## config.mk

```make
export PLATFORM = sky130hd
export DESIGN_NAME = rqc_ctrl
export DESIGN_NICKNAME = d
export VERILOG_FILES = /design/src/hdl/rqc_pkg.sv /design/src/hdl/rqc_ctrl.sv
export SDC_FILE = /design/constraint.sdc
export NUM_CORES = 1
export LEC_CHECK = 0
export BUFFER_PORTS_ARGS = -buffer_cell sky130_fd_sc_hd__buf_2
export CAP_MARGIN = 25
export CORE_ASPECT_RATIO = 0.75
export CORE_MARGIN = 10
export CORE_UTILIZATION = 58
export DETAILED_ROUTE_END_ITERATION = 10
export HOLD_SLACK_MARGIN = 0.05
export PLACE_DENSITY = 0.85
export SETUP_SLACK_MARGIN = 0.5
export SYNTH_ARGS = -nofsm -noshare
export SYNTH_HDL_FRONTEND = slang
export SYNTH_SLANG_ARGS = --single-unit
```

## constraint.sdc

```tcl
create_clock -name clk_i -period 4.4 [get_ports clk_i]
set_input_delay 0.88 -clock clk_i [delete_from_list [all_inputs] [get_ports clk_i]]
set_output_delay 0.88 -clock clk_i [all_outputs]
set_load 0.05 [all_outputs]
```

## src/hdl/rqc_pkg.sv

```systemverilog
// Package: shared types, constants and command/status structs for the quad clipper.
`timescale 1ns / 1ps
`default_nettype none
package rqc_pkg;
  localparam int unsigned CoordWidth = 32;
  localparam int unsigned HalfWidth  = 31;
  localparam int unsigned MaxPts     = 8;
  localparam int unsigned QuadPts    = 4;
  localparam int unsigned IdxWidth   = 3;
  localparam int unsigned CntWidth   = 4;
  localparam int unsigned DivWidth   = 64;

  typedef logic signed [CoordWidth-1:0] coord_t;
  typedef logic [IdxWidth-1:0] idx_t;
  typedef logic [CntWidth-1:0] cnt_t;

  // Controller-to-datapath commands.
  typedef struct packed {
    logic load;       // take a new input beat into the point list
    logic eval;       // latch current and next point of edge cur_idx
    logic keep_cur;   // append current point to the result list
    logic div_start;  // begin the crossing division
    logic keep_cross; // append the crossing point
    logic commit;     // copy result list to point list
    logic emit_load;  // load output register with point emit_idx
    idx_t cur_idx;
    idx_t emit_idx;
    logic dir;        // 0: x axis, 1: y axis
    logic side;       // 0: lower line, 1: upper line
  } rqc_cmd_t;

  // Datapath-to-controller status.
  typedef struct packed {
    logic in_cur;
    logic in_nxt;
    logic div_done;
    cnt_t nq;
    cnt_t nr;
  } rqc_sts_t;
endpackage
`default_nettype wire

```

## src/hdl/rqc_ctrl.sv

```systemverilog
// Controller: sequences passes, edges, divisions and output beats.
`timescale 1ns / 1ps
`default_nettype none
module rqc_ctrl (
  input  wire logic              clk_i,
  input  wire logic              rst_ni,
  input  wire logic              in_valid_i,
  output logic                   in_ready_o,
  output logic                   out_valid_o,
  input  wire logic              out_ready_i,
  output rqc_pkg::rqc_cmd_t      cmd_o,
  input  wire rqc_pkg::rqc_sts_t sts_i,
  output rqc_pkg::idx_t          out_index_o,
  output rqc_pkg::cnt_t          out_count_o,
  output logic                   out_pvalid_o,
  output logic                   out_last_o
);
  typedef enum logic [8:0] {
    S_IDLE  = 9'b000000001,
    S_EVAL  = 9'b000000010,
    S_OPS   = 9'b000000100,
    S_PROD  = 9'b000001000,
    S_TEST  = 9'b000010000,
    S_DIV   = 9'b000100000,
    S_NEXT  = 9'b001000000,
    S_EMIT  = 9'b010000000,
    S_OUT   = 9'b100000000
  } state_e;

  state_e state_q, state_d;
  rqc_pkg::idx_t cur_q, cur_d, emit_q, emit_d;
  logic [1:0] pass_q, pass_d;
  logic ov_valid_q, ov_valid_d;
  rqc_pkg::cnt_t cnt_q, cnt_d;
  logic pv_q, pv_d, last_q, last_d;
  rqc_pkg::idx_t idx_q, idx_d;

  always_comb begin
    state_d = state_q; cur_d = cur_q; emit_d = emit_q; pass_d = pass_q;
    ov_valid_d = ov_valid_q; cnt_d = cnt_q;
    pv_d = pv_q; last_d = last_q; idx_d = idx_q;
    cmd_o = '0;
    cmd_o.cur_idx = cur_q; cmd_o.emit_idx = emit_q;
    cmd_o.dir = pass_q[1]; cmd_o.side = pass_q[0];
    in_ready_o = 1'b0;
    if (ov_valid_q && out_ready_i) ov_valid_d = 1'b0;
    unique case (state_q)
      S_IDLE: begin
        in_ready_o = 1'b1;
        if (in_valid_i) begin
          cmd_o.load = 1'b1; cur_d = '0; pass_d = '0; state_d = S_EVAL;
        end
      end
      S_EVAL: begin
        if (sts_i.nq == '0) begin
          state_d = S_EMIT; emit_d = '0;
        end else begin
          cmd_o.eval = 1'b1; state_d = S_OPS;
        end
      end
      S_OPS:  state_d = S_PROD;
      S_PROD: state_d = S_TEST;
      S_TEST: begin
        if (sts_i.in_cur) begin
          cmd_o.keep_cur = 1'b1;
          if (sts_i.nr == 4'd7) begin
            state_d = S_EMIT; emit_d = '0; cmd_o.commit = 1'b0;
          end
        end
        if (!(sts_i.in_cur && sts_i.nr == 4'd7)) begin
          if (sts_i.in_cur != sts_i.in_nxt) begin
            cmd_o.div_start = 1'b1; state_d = S_DIV;
          end else begin
            state_d = S_NEXT;
          end
        end
      end
      S_DIV: begin
        if (sts_i.div_done) begin
          cmd_o.keep_cross = 1'b1;
          state_d = (sts_i.nr == 4'd7) ? S_EMIT : S_NEXT;
          emit_d = '0;
        end
      end
      S_NEXT: begin
        if ({1'b0, cur_q} + 4'd1 == sts_i.nq) begin
          cmd_o.commit = 1'b1; cur_d = '0;
          if (pass_q == 2'd3) begin
            state_d = S_EMIT; emit_d = '0;
          end else begin
            pass_d = pass_q + 2'd1; state_d = S_EVAL;
          end
        end else begin
          cur_d = cur_q + 3'd1; state_d = S_EVAL;
        end
      end
      S_EMIT: begin
        // Early stop leaves eight points in the result list; move them over.
        if (sts_i.nr == 4'd8) cmd_o.commit = 1'b1;
        else if (!ov_valid_d) begin
          cmd_o.emit_load = 1'b1;
          ov_valid_d = 1'b1;
          cnt_d = sts_i.nq; idx_d = emit_q;
          pv_d = sts_i.nq != '0;
          last_d = (sts_i.nq == '0) || ({1'b0, emit_q} + 4'd1 == sts_i.nq);
          state_d = S_OUT;
        end
      end
      S_OUT: begin
        if (ov_valid_q && out_ready_i) begin
          if (last_q) state_d = S_IDLE;
          else begin
            emit_d = emit_q + 3'd1; state_d = S_EMIT;
          end
        end
      end
      default: state_d = S_IDLE;
    endcase
  end

  always_ff @(posedge clk_i or negedge rst_ni) begin
    if (!rst_ni) begin
      state_q <= S_IDLE; cur_q <= '0; emit_q <= '0; pass_q <= '0;
      ov_valid_q <= 1'b0; cnt_q <= '0;
      pv_q <= 1'b0; last_q <= 1'b0; idx_q <= '0;
    end else begin
      state_q <= state_d; cur_q <= cur_d; emit_q <= emit_d; pass_q <= pass_d;
      ov_valid_q <= ov_valid_d; cnt_q <= cnt_d;
      pv_q <= pv_d; last_q <= last_d; idx_q <= idx_d;
    end
  end

  assign out_valid_o  = ov_valid_q;
  assign out_index_o  = pv_q ? idx_q : '0;
  assign out_count_o  = cnt_q;
  assign out_pvalid_o = pv_q;
  assign out_last_o   = last_q;

  a_ready_idle: assert property (@(posedge clk_i) disable iff (!rst_ni)
    in_ready_o |-> !ov_valid_q || out_ready_i || state_q == S_IDLE)
    else $error("ready outside idle");
  a_valid_out: assert property (@(posedge clk_i) disable iff (!rst_ni)
    ov_valid_q |-> state_q == S_OUT) else $error("output valid outside emit");
  a_empty_last: assert property (@(posedge clk_i) disable iff (!rst_ni)
    (ov_valid_q && !pv_q) |-> last_q) else $error("empty result not last");
endmodule
`default_nettype wire

```

-- Word-level counts from Yosys, hierarchy flattened
Index checks and enable logic that the tools add are counted.
W data, S select, Z words.
- muxes and demuxes: 52
- reductions and logical operators: 12
- add/sub/neg operators: 5
- bitwise gates (word level): 2
- equality and inequality tests: 29
- operators by type and width (operator ; number):
    $mux W9 ; 9
    $pmux W9 S9 ; 1
    $mux W3 ; 11
    $mux W8 ; 4
    $ne A2 B2 Y1 const B ; 12
    $mux W1 ; 18
    $pmux W3 S5 ; 1
    $eq A9 B1 Y1 const B ; 1
    $eq A9 B2 Y1 const B ; 1
    $eq A9 B3 Y1 const B ; 1
    $eq A9 B4 Y1 const B ; 1
    $eq A9 B5 Y1 const B ; 1
    $eq A9 B6 Y1 const B ; 1
    $eq A9 B7 Y1 const B ; 1
    $eq A9 B8 Y1 const B ; 1
    $eq A9 B9 Y1 const B ; 1
    $reduce_and A9 Y1 ; 1
    $add A3 B1 Y4 const B ; 2
    $eq A4 B4 Y1 ; 2
    $mux W2 ; 4
    $mux W7 ; 1
    $reduce_and A7 Y1 ; 1
    $add A3 B1 Y3 const B ; 2
    $ne A3 B3 Y1 const B ; 2
    other kinds (18) ; 20
- bits of input ports: 15
- bits in registers: 27
- output and inout port bits: 26

-- Longest topological paths before layout
Gate-level depths: netlist (run 1).
- depth in word-level cells: 5
- depth in mapped cells: 8
- gate-level depth less buffers: 7

-- Worst setup path before layout (run 1)
No wires, ideal clock.
- kind: input -> output
- from: in sts_i[1] (netlist name)
- to: out cmd_o[9] (netlist name)
- cell stages on the path: 3
- data required time: 3520 ps
- setup slack: 964 ps
- buffers on the path: 0
- data arrival time: 2556 ps
- cell sequence: nor4b_1 > inv_1 > o21ai_0
- RTL lines (what ; line ; text):
    start: declaration ; rqc_ctrl.sv:12 ; input wire rqc_pkg::rqc_sts_t sts_i,
    end: declaration ; rqc_ctrl.sv:11 ; output rqc_pkg::rqc_cmd_t cmd_o,

==> run metrics, run 1 <==
ant diodes 0; Antenna Nets Post-Route 0; dpl hpwl 3.40 mm; gr usage total 15.5%; Critical Path AT 2.42 ns; clk_skew 0.00668 ns; CTS clk-pin slew, worst paths 0.10 ns; Pleak 1.02 nW; Tmin final 3.30 ns; DIE WIDTH 84.4 µm; die area 5770 µm²; Fin. Hold Viols 0; row count 17; critical path, cell by cell nor2_1 > nand3_1 > or3_1 > inv_1 > and2_1 > buf_2; register area 677 µm²; Netlist cell types 56; Area Growth Syn to Fin 14.5%; Final TNS setup 0 ns; Vias 1608; Layout Cells excl Fill 272; Root Buffer clkbuf_8; CP delay by family, top simple AND/OR/NAND/NOR gates; Worst EP required 3.52 ns; CP startpoint kind flop; WL per Instance 16.4 µm; max incr delay on CP 0.48 ns; initial antenna violation count 0; most frequent cells after synthesis dfrtp_1, nor2_1, nand2_1, o21ai_0, a21oi_1; Reg power frac 37.5%; cell with the most instances after synthesis dfrtp_1; WHS Endpoint idx_q[0]; Syn Inst Count 195; Total Routed Length 4.45 mm; Core ar. 2960 µm²; largest net degree at the start of global routing 28; Synth area leader dfrtp_1; post-route cell area 2070 µm²; DRC violations left 0; maximum capacitance violations 0; Die H 68.3 µm; htree depth 1; worst path bufs/invs 2; Fmax 303 MHz; reg2reg start cur_q[0]; R2R depth 6; area share of the largest cell type after synthesis 36.0%; Slew @ Worst Pin 0.812 ns; clock sink count 27; Post-CTS Hold Fix Bufs 0; Area contributors post-synth dfrtp_1, mux2_2, o21ai_0; Post-synth ARST share 100%; status complete, no violations; syn_nets 213; fillcell total 238; Max IR drop VDD 0.359 mV; Psw 0.378 mW; cts bufs inserted 3; dpl cells 268; drt pass-1 iters 4; GRT overflow 0; P_int 0.474 mW; Gate power share 45.4%; Syn Std Cell Area 1810 µm²; NumNets Final 253; final setup vio count 0; Clock Power Share 17.1%; Synth Warn # 0; class of the worst hold path reg -> reg; Setup WS pre-CTS 1.23 ns; worst-path maximum fanout 9; power per standard cell area 413 nW/µm²; launch point of the worst path state_q[3]; post-synthesis register bit count 27; clock tree buffer depth 2; Sw Share 44.4%; Top FF cell, synth dfrtp_1; Initial Utilization 61.1%; layout cells sized above 1 27.8%; IO Pins 41; worst reg2reg endpoint emit_q[0]; Post-DP Area 2020 µm²; Tcrit/Tclk final 74.9%; Crit Path Class reg -> out; Post-synth EDFFs 0; RSZ-0062 raised after global routing false; number of post-CTS setup repair buffers 0; Synth Area per Inst 9.26 µm²; Clk Latency, worst-skew pair 0.28 ns; Vias/cell 5.91; GP Congestion 0.898; WHS Path Cells 1; vias in the first global route 1542; Seq/Total Area, Yosys 37.5%; final setup margin 1.10 ns; final core utilization 69.9%; Critical Path End Type output pin; hold path start idx_q[0]; r2r setup slk 1.93 ns; Slew Viols, Final 0; CP max stage cell or3_1; relative slew slack 45.1%; CTS tree yes; Initial DRC Count 122; area of the multi-input gates 1060 µm²; # resized after CTS 0; first-pass GRT wire length 7.37 mm; Buffers on Ports 40
## flip-flops by register name (all words and copies together), names as in the netlist
register      cells
cur_q             3
emit_q            3
idx_q             3
out_count_o       4
out_last_o        1
out_pvalid_o      1
out_valid_o       1
pass_q            2
state_q           9
## worst max path at each step
stage / endpoint / slack, ns / cells past startpoint
3_5_place_dp: cmd_o[9] / 1.23 / 5
2_1_floorplan: cmd_o[9] / 0.96 / 3
6_report: cmd_o[14] / 1.10 / 6
4_1_cts: cmd_o[14] / 1.14 / 6
3_3_place_gp: cmd_o[9] / 1.22 / 5
5_1_grt: cmd_o[14] / 0.86 / 6
## area by class of cell
| type | instances | share of cell area (%) |
|---|---|---|
| Clock buffer | 4 | 2.18 |
| Inverter | 7 | 1.27 |
| Multi-Input combinational cell | 154 | 51.1 |
| Sequential cell | 27 | 32.7 |
| Tap cell | 38 | 2.30 |
| Timing Repair Buffer | 42 | 10.4 |
## power groups by stage
| stage | registers (mW) | clock network [mW] | logic, mW |
|---|---|---|---|
| after floorplan | 0.360 | 0 | 0.255 |
| after global placement | 0.321 | 0 | 0.376 |
| after detailed placement | 0.323 | 0 | 0.382 |
| after CTS | 0.319 | 0.145 | 0.386 |
| after global routing | 0.324 | 0.160 | 0.417 |
| final | 0.319 | 0.146 | 0.387 |
## placed cells by master (no fill, tap or decap), types with 3 or more instances in the layout
cell	count
nor2b_1	5
dfrtp_1	26
clkbuf_8	3
o21bai_1	4
a21oi_1	9
o22ai_1	3
and2b_1	4
nand2_1	13
or2_2	4
nand4_1	4
buf_2	40
inv_1	7
nand3b_1	3
a2bb2oi_1	3
xor2_1	5
nand3_1	4
xnor2_1	5
and2_1	4
mux2_2	8
ha_1	3
nand2b_1	3
and3_1	3
o21ai_0	13
nor2_1	14
nor3_1	5
nor4_1	3
## stage by stage
step	power (mW)	hold slack, ns
3_3_place_gp	0.697	0.482
2_1_floorplan	0.615	0.473
3_5_place_dp	0.706	0.488
4_1_cts	0.850	0.511
5_1_grt	0.901	0.528
6_report	0.853	0.507
## routing by layer
metal / vias to the layer above / track usage, % / wire length [µm]
met3: 2 / 4.27 / 248
met1: 775 / 19.6 / 2060
met4: 0 / 2.87 / 17
met5: - / 0 / 0
li1: 794 / - / -
met2: 37 / 26.3 / 2130
## logic make-up after synthesis
group	count (synthesis)	share of synthesized area, %
flops	27	37.5
simple gates	80	25.8
mux	11	6.93
fa+ha+maj	3	2.08
compound gates	50	18.8
buf+inv	14	4.02
xor+xnor	10	4.85
(Power assumes the default switching activity.)
==> inputs of run 2 (changes only) <==
Settings changed: CORE_UTILIZATION 58 to 49, PLACE_DENSITY 0.85 to 0.76.
Clock period 4.4 ns to 2.9 ns, I/O delays scaled along.
==> run metrics, run 2 (synthesis gave the netlist of run 1 again) <==
gr usage total 14.2% (-1.3 points); total power 1.44 mW (+69%); Setup WS pre-CTS 0.399 ns (-0.833 ns); max incr delay on CP 0.43 ns (-0.05 ns); Reg with most FFs state_q; max FFs per register 9 (unchanged); Buffers on Ports 40 (unchanged); DIE WIDTH 90.1 µm (+6.7%); Gate power share 51.8% (+6.4 points); Slew Viols, Final 0 (unchanged); Post-CTS Hold Fix Bufs 0 (unchanged); Tcrit/Tclk final 82.7%; largest net degree at the start of global routing 28 (unchanged); register area 686 µm² (+1.3%); Die H 72.6 µm (+6.2%); final setup vio count 0 (unchanged); htree depth 1 (unchanged); Total Routed Length 4.90 mm (+10%); Fmax 417 MHz; fillcell total 301 (+26%); Reg power frac 33.3% (-4.2 points); CTS tree yes; status complete, no violations; Post-DP Area 2070 µm² (+2.5%); Root Buffer clkbuf_8; worst path bufs/invs 2 (unchanged); dpl hpwl 3.38 mm (-0.49%); Layout Cells excl Fill 309 (+14%); Clk Latency, worst-skew pair 0.27 ns (about the same); class of the worst hold path in -> async; relative slew slack 58.5% (+13 points); Clock Power Share 14.9% (-2.2 points); post-route cell area 2390 µm² (+16%); die area 6540 µm² (+13%); final setup margin 0.503 ns (-0.602 ns); Initial Utilization 50.0% (-11 points); power per standard cell area 603 nW/µm² (+46%); Tmin final 2.40 ns; Critical Path AT 1.82 ns (-0.60 ns); NumNets Final 276 (+9.1%); Crit Path Class reg -> out; Fin. Hold Viols 0 (unchanged); cts bufs inserted 3 (unchanged); worst reg2reg endpoint emit_q[0]; clock tree buffer depth 2 (unchanged); commonest non-fill, non-tap cell in the layout buf_2; vias in the first global route 1663 (+7.8%); IO Pins 41 (unchanged); RSZ-0062 raised after global routing true; CP max stage cell dfrtp_2; R2R depth 6 (unchanged); maximum capacitance violations 0 (unchanged); critical path, cell by cell buf_4 > and2b_1 > and4_1 > nand2_1 > o21ai_2 > buf_6; Hold Slack 0.312 ns (-0.195 ns); Core ar. 3610 µm² (+22%); Initial DRC Count 136 (+11%); initial antenna violation count 0 (unchanged); Worst EP required 2.32 ns (-1.20 ns); CTS clk-pin slew, worst paths 0.09 ns (about the same); Area Growth Syn to Fin 32.4%; area of the multi-input gates 1150 µm² (+8.6%); reg2reg start state_q[5]; Final TNS setup 0 ns (unchanged); WP depth 6 (unchanged); Vias/cell 5.72 (-3.3%); commonest non-fill, non-tap cells in the layout buf_2, buf_4, dfrtp_1, nand2_1, o21ai_0; launch point of the worst path state_q[4]; Max IR drop VDD 0.514 mV (+43%); Antenna Nets Post-Route 0 (unchanged); Sw Share 42.4% (-2.0 points); row count 19 (+2); GP Congestion 0.879 (-2.1%); Pleak 1.14 nW (+12%); WL per Instance 15.9 µm (-3.1%); clock sink count 27 (unchanged); ant diodes 0 (unchanged); CP startpoint kind flop; Worst Setup EP cmd_o[9]; final core utilization 66.1% (-3.8 points); Slew @ Worst Pin 0.622 ns (-0.190 ns); first-pass GRT wire length 7.84 mm (+6.4%); Psw 0.611 mW (+62%); Vias 1767 (+9.9%); dpl cells 284 (+6.0%); Critical Path End Type output pin; clk_skew 0.00188 ns (-0.00481 ns); drt pass-1 iters 4 (unchanged); r2r setup slk 0.63 ns (-1.30 ns); P_int 0.830 mW (+75%); GRT overflow 0 (unchanged); worst-path maximum fanout 10 (+1); layout cells sized above 1 43.2% (+15 points); DRC violations left 0 (unchanged); CP delay by family, top simple AND/OR/NAND/NOR gates
[run 2: cell count changes in the layout (fill, tap and decap cells not counted), moves of 2 or more]
cell,before,now
dfrtp_2,0,7
nor3_1,5,3
nor2_1,14,10
nor3_2,0,2
buf_6,0,3
buf_4,2,24
buf_2,40,36
nor2_4,0,3
dfrtp_1,26,19
[run 2: repair_timing]
action	4_1_cts	5_1_grt
pin swaps	5	9
setup endpoints to repair	8	8
setup buffers	9	12
endpoints found under the hold margin	0	0
gates resized for setup	20	10
[run 2: routing by layer]
layer,routed length [µm],share of wire [%],GRT usage (%),vias to the layer above
met4,38,0.78,2.46,0
met1,2200,45,18.6,837
met2,2250,46,22.7,74
met5,0,0,0,-
met3,411,8.4,4.62,8
li1,-,-,-,848
[run 2: worst reg2reg max path: stages, from the launching register on]
cell and delay [ns]:
dfrtp_1 0.44, buf_6 0.16, or4_1 0.50, or3_4 0.37, o32ai_2 0.16, nand4_2 0.20, mux2_4 0.33
[run 2: layout make-up]
class | instances | share of cell area, %
Multi-Input combinational cell | 154 | 48.0
Sequential cell | 27 | 28.7
Timing Repair Buffer | 65 | 17.4
Tap cell | 52 | 2.72
Clock buffer | 4 | 1.88
Inverter | 7 | 1.26
[run 2: power by group through the flow]
stage | Clock (mW) | Combinational (mW) | Sequential (mW)
final | 0.215 | 0.746 | 0.481
after floorplan | 0 | 0.403 | 0.547
after global routing | 0.241 | 0.802 | 0.487
after global placement | 0 | 0.588 | 0.489
after CTS | 0.226 | 0.658 | 0.484
after detailed placement | 0 | 0.596 | 0.491
[run 2: how the worst min path moves through the flow]
stage              from    endpoint  slack [ns]
5_1_grt          rst_ni   pass_q[1]        0.35
3_5_place_dp   idx_q[1]    idx_q[1]        0.49
4_1_cts          rst_ni  state_q[3]        0.33
2_1_floorplan    rst_ni    cur_q[0]        0.28
6_report         rst_ni   pass_q[1]        0.31
3_3_place_gp   idx_q[1]    idx_q[1]        0.48
==> inputs of run 3 (changes only) <==
Clock period 2.9 ns to 2.1 ns, I/O delays scaled along.
==> run metrics, run 3 (synthesis gave the netlist of run 1 again) <==
CP startpoint kind flop; Area Growth Syn to Fin 77.2%; htree depth 1 (unchanged); IO Pins 41 (unchanged); Post-CTS Hold Fix Bufs 0 (unchanged); reg2reg start cur_q[1]; DRC violations left 0 (unchanged); Pleak 1.45 nW (+26%); clock sink count 27 (unchanged); cts bufs inserted 3 (unchanged); Initial Utilization 50.0% (unchanged); r2r setup slk -0.13 ns (-0.76 ns); clock tree buffer depth 2 (unchanged); Slew @ Worst Pin 0.626 ns (+0.00429 ns); GP Congestion 0.909 (+3.5%); layout cells sized above 1 62.5% (+19 points); Fmax 445 MHz; Critical Path End Type output pin; dpl cells 311 (+9.5%); drt pass-1 iters 4 (unchanged); Tmin final 2.25 ns; Die H 72.6 µm (unchanged); Crit Path Class reg -> out; Fin. Hold Viols 0 (unchanged); commonest non-fill, non-tap cells in the layout buf_4, buf_2, buf_6, dfrtp_1, nand2_1; clk_skew 0.0118 ns (+0.00989 ns); failing checks setup timing; Sw Share 43.1% (+0.66 points); vias in the first global route 2004 (+21%); Vias/cell 6.14 (+7.5%); maximum capacitance violations 0 (unchanged); Worst EP required 1.68 ns (-0.64 ns); CTS clk-pin slew, worst paths 0.11 ns (+0.02 ns); NumNets Final 320 (+16%); class of the worst hold path in -> async; launch point of the worst path state_q[5]; Slew Viols, Final 0 (unchanged); Clock Power Share 12.1% (-2.8 points); Gate power share 63.1% (+11 points); Initial DRC Count 223 (+64%); gr usage total 19.2% (+5.0 points); CTS tree yes; Buffers on Ports 40 (unchanged); relative slew slack 58.2% (-0.29 points); Total Routed Length 7.78 mm (+59%); largest net degree at the start of global routing 28 (unchanged); max FFs per register 9 (unchanged); power per standard cell area 843 nW/µm² (+40%); Clk Latency, worst-skew pair 0.29 ns (+0.02 ns); die area 6540 µm² (unchanged); ant diodes 0 (unchanged); P_int 1.54 mW (+85%); dpl hpwl 4.03 mm (+19%); Core ar. 3610 µm² (unchanged); first-pass GRT wire length 10.3 mm (+32%); Final TNS setup -0.667 ns (-0.667 ns); Reg with most FFs state_q; final setup vio count 9 (+9); Psw 1.16 mW (+90%); Critical Path AT 1.83 ns (about the same); commonest non-fill, non-tap cell in the layout buf_4; Layout Cells excl Fill 353 (+14%); Setup WS pre-CTS -0.0607 ns (-0.459 ns); Tcrit/Tclk final 107%; fillcell total 161 (-47%); GRT overflow 0 (unchanged); DIE WIDTH 90.1 µm (unchanged); status finished, violations left; Post-DP Area 2450 µm² (+18%); Reg power frac 24.8% (-8.5 points); WL per Instance 22.0 µm (+39%); Vias 2169 (+23%); final setup margin -0.146 ns (-0.648 ns); total power 2.70 mW (+87%); Antenna Nets Post-Route 0 (unchanged); row count 19 (unchanged); worst-path maximum fanout 4 (-6); post-route cell area 3200 µm² (+34%); initial antenna violation count 0 (unchanged); Max IR drop VDD 0.775 mV (+51%); RSZ-0062 raised after global routing true; Root Buffer clkbuf_8
==> run 3: layout make-up <==
type                            count  area, µm²  share of cell area, %
Clock inverter                      1       5.00                  0.156
Clock buffer                        3       41.3                   1.29
Tap cell                           52       65.1                   2.03
Inverter                            7       30.0                  0.939
Sequential cell                    27        688                   21.5
Multi-Input combinational cell    154       1460                   45.7
Timing Repair Buffer              109        907                   28.4
==> run 3: repair_timing <==
action | in CTS | in global routing
cloned | 0 | 1
hold endpoints to repair | 0 | 0
buffers inserted | 25 | 12
gates resized for setup | 66 | 30
pin swaps | 22 | 12
endpoints found under the setup margin | 30 | 33
==> run 3: power groups by stage <==
| stage | Sequential (mW) | Clock [mW] | Combinational [mW] |
|---|---|---|---|
| 2_1_floorplan | 0.760 | 0 | 0.651 |
| 3_3_place_gp | 0.670 | 0 | 1.00 |
| 3_5_place_dp | 0.673 | 0 | 1.02 |
| 4_1_cts | 0.653 | 0.319 | 1.43 |
| 5_1_grt | 0.674 | 0.341 | 1.78 |
| 6_report | 0.670 | 0.325 | 1.70 |
==> run 3: critical path, stage by stage, from the launching register on <==
cell and delay, ns:
dfrtp_2 0.48, buf_6 0.14, and2b_1 0.18, nand4_1 0.20, buf_4 0.24, o21ai_4 0.13, buf_8 0.16
==> run 3: final timing paths <==
kind | to | cells past startpoint
worst max-delay path | cmd_o[9] | 6
worst min-delay path | idx_q[2] | 1
worst max register to register | emit_q[0] | 7
worst min register to register | out_count_o[0] | 1
max in group asynchronous | state_q[2] | 1
min in group clk_i | state_q[0] | 2
==> run 3: routing by layer <==
metal,part of all wire [%],vias up,global-route usage [%]
met5,0,-,0
met4,2.7,0,5.11
met3,8.5,28,4.42
met2,50,146,32.2
met1,38,1062,24.5
li1,-,933,-
==> run 3: stage by stage <==
stage	hold slack [ns]	utilization, %
after floorplan	0.124	-
after global placement	0.470	67.7
after detailed placement	0.476	67.7
after CTS	0.167	81.5
after global routing	0.171	88.5
final	0.124	88.5
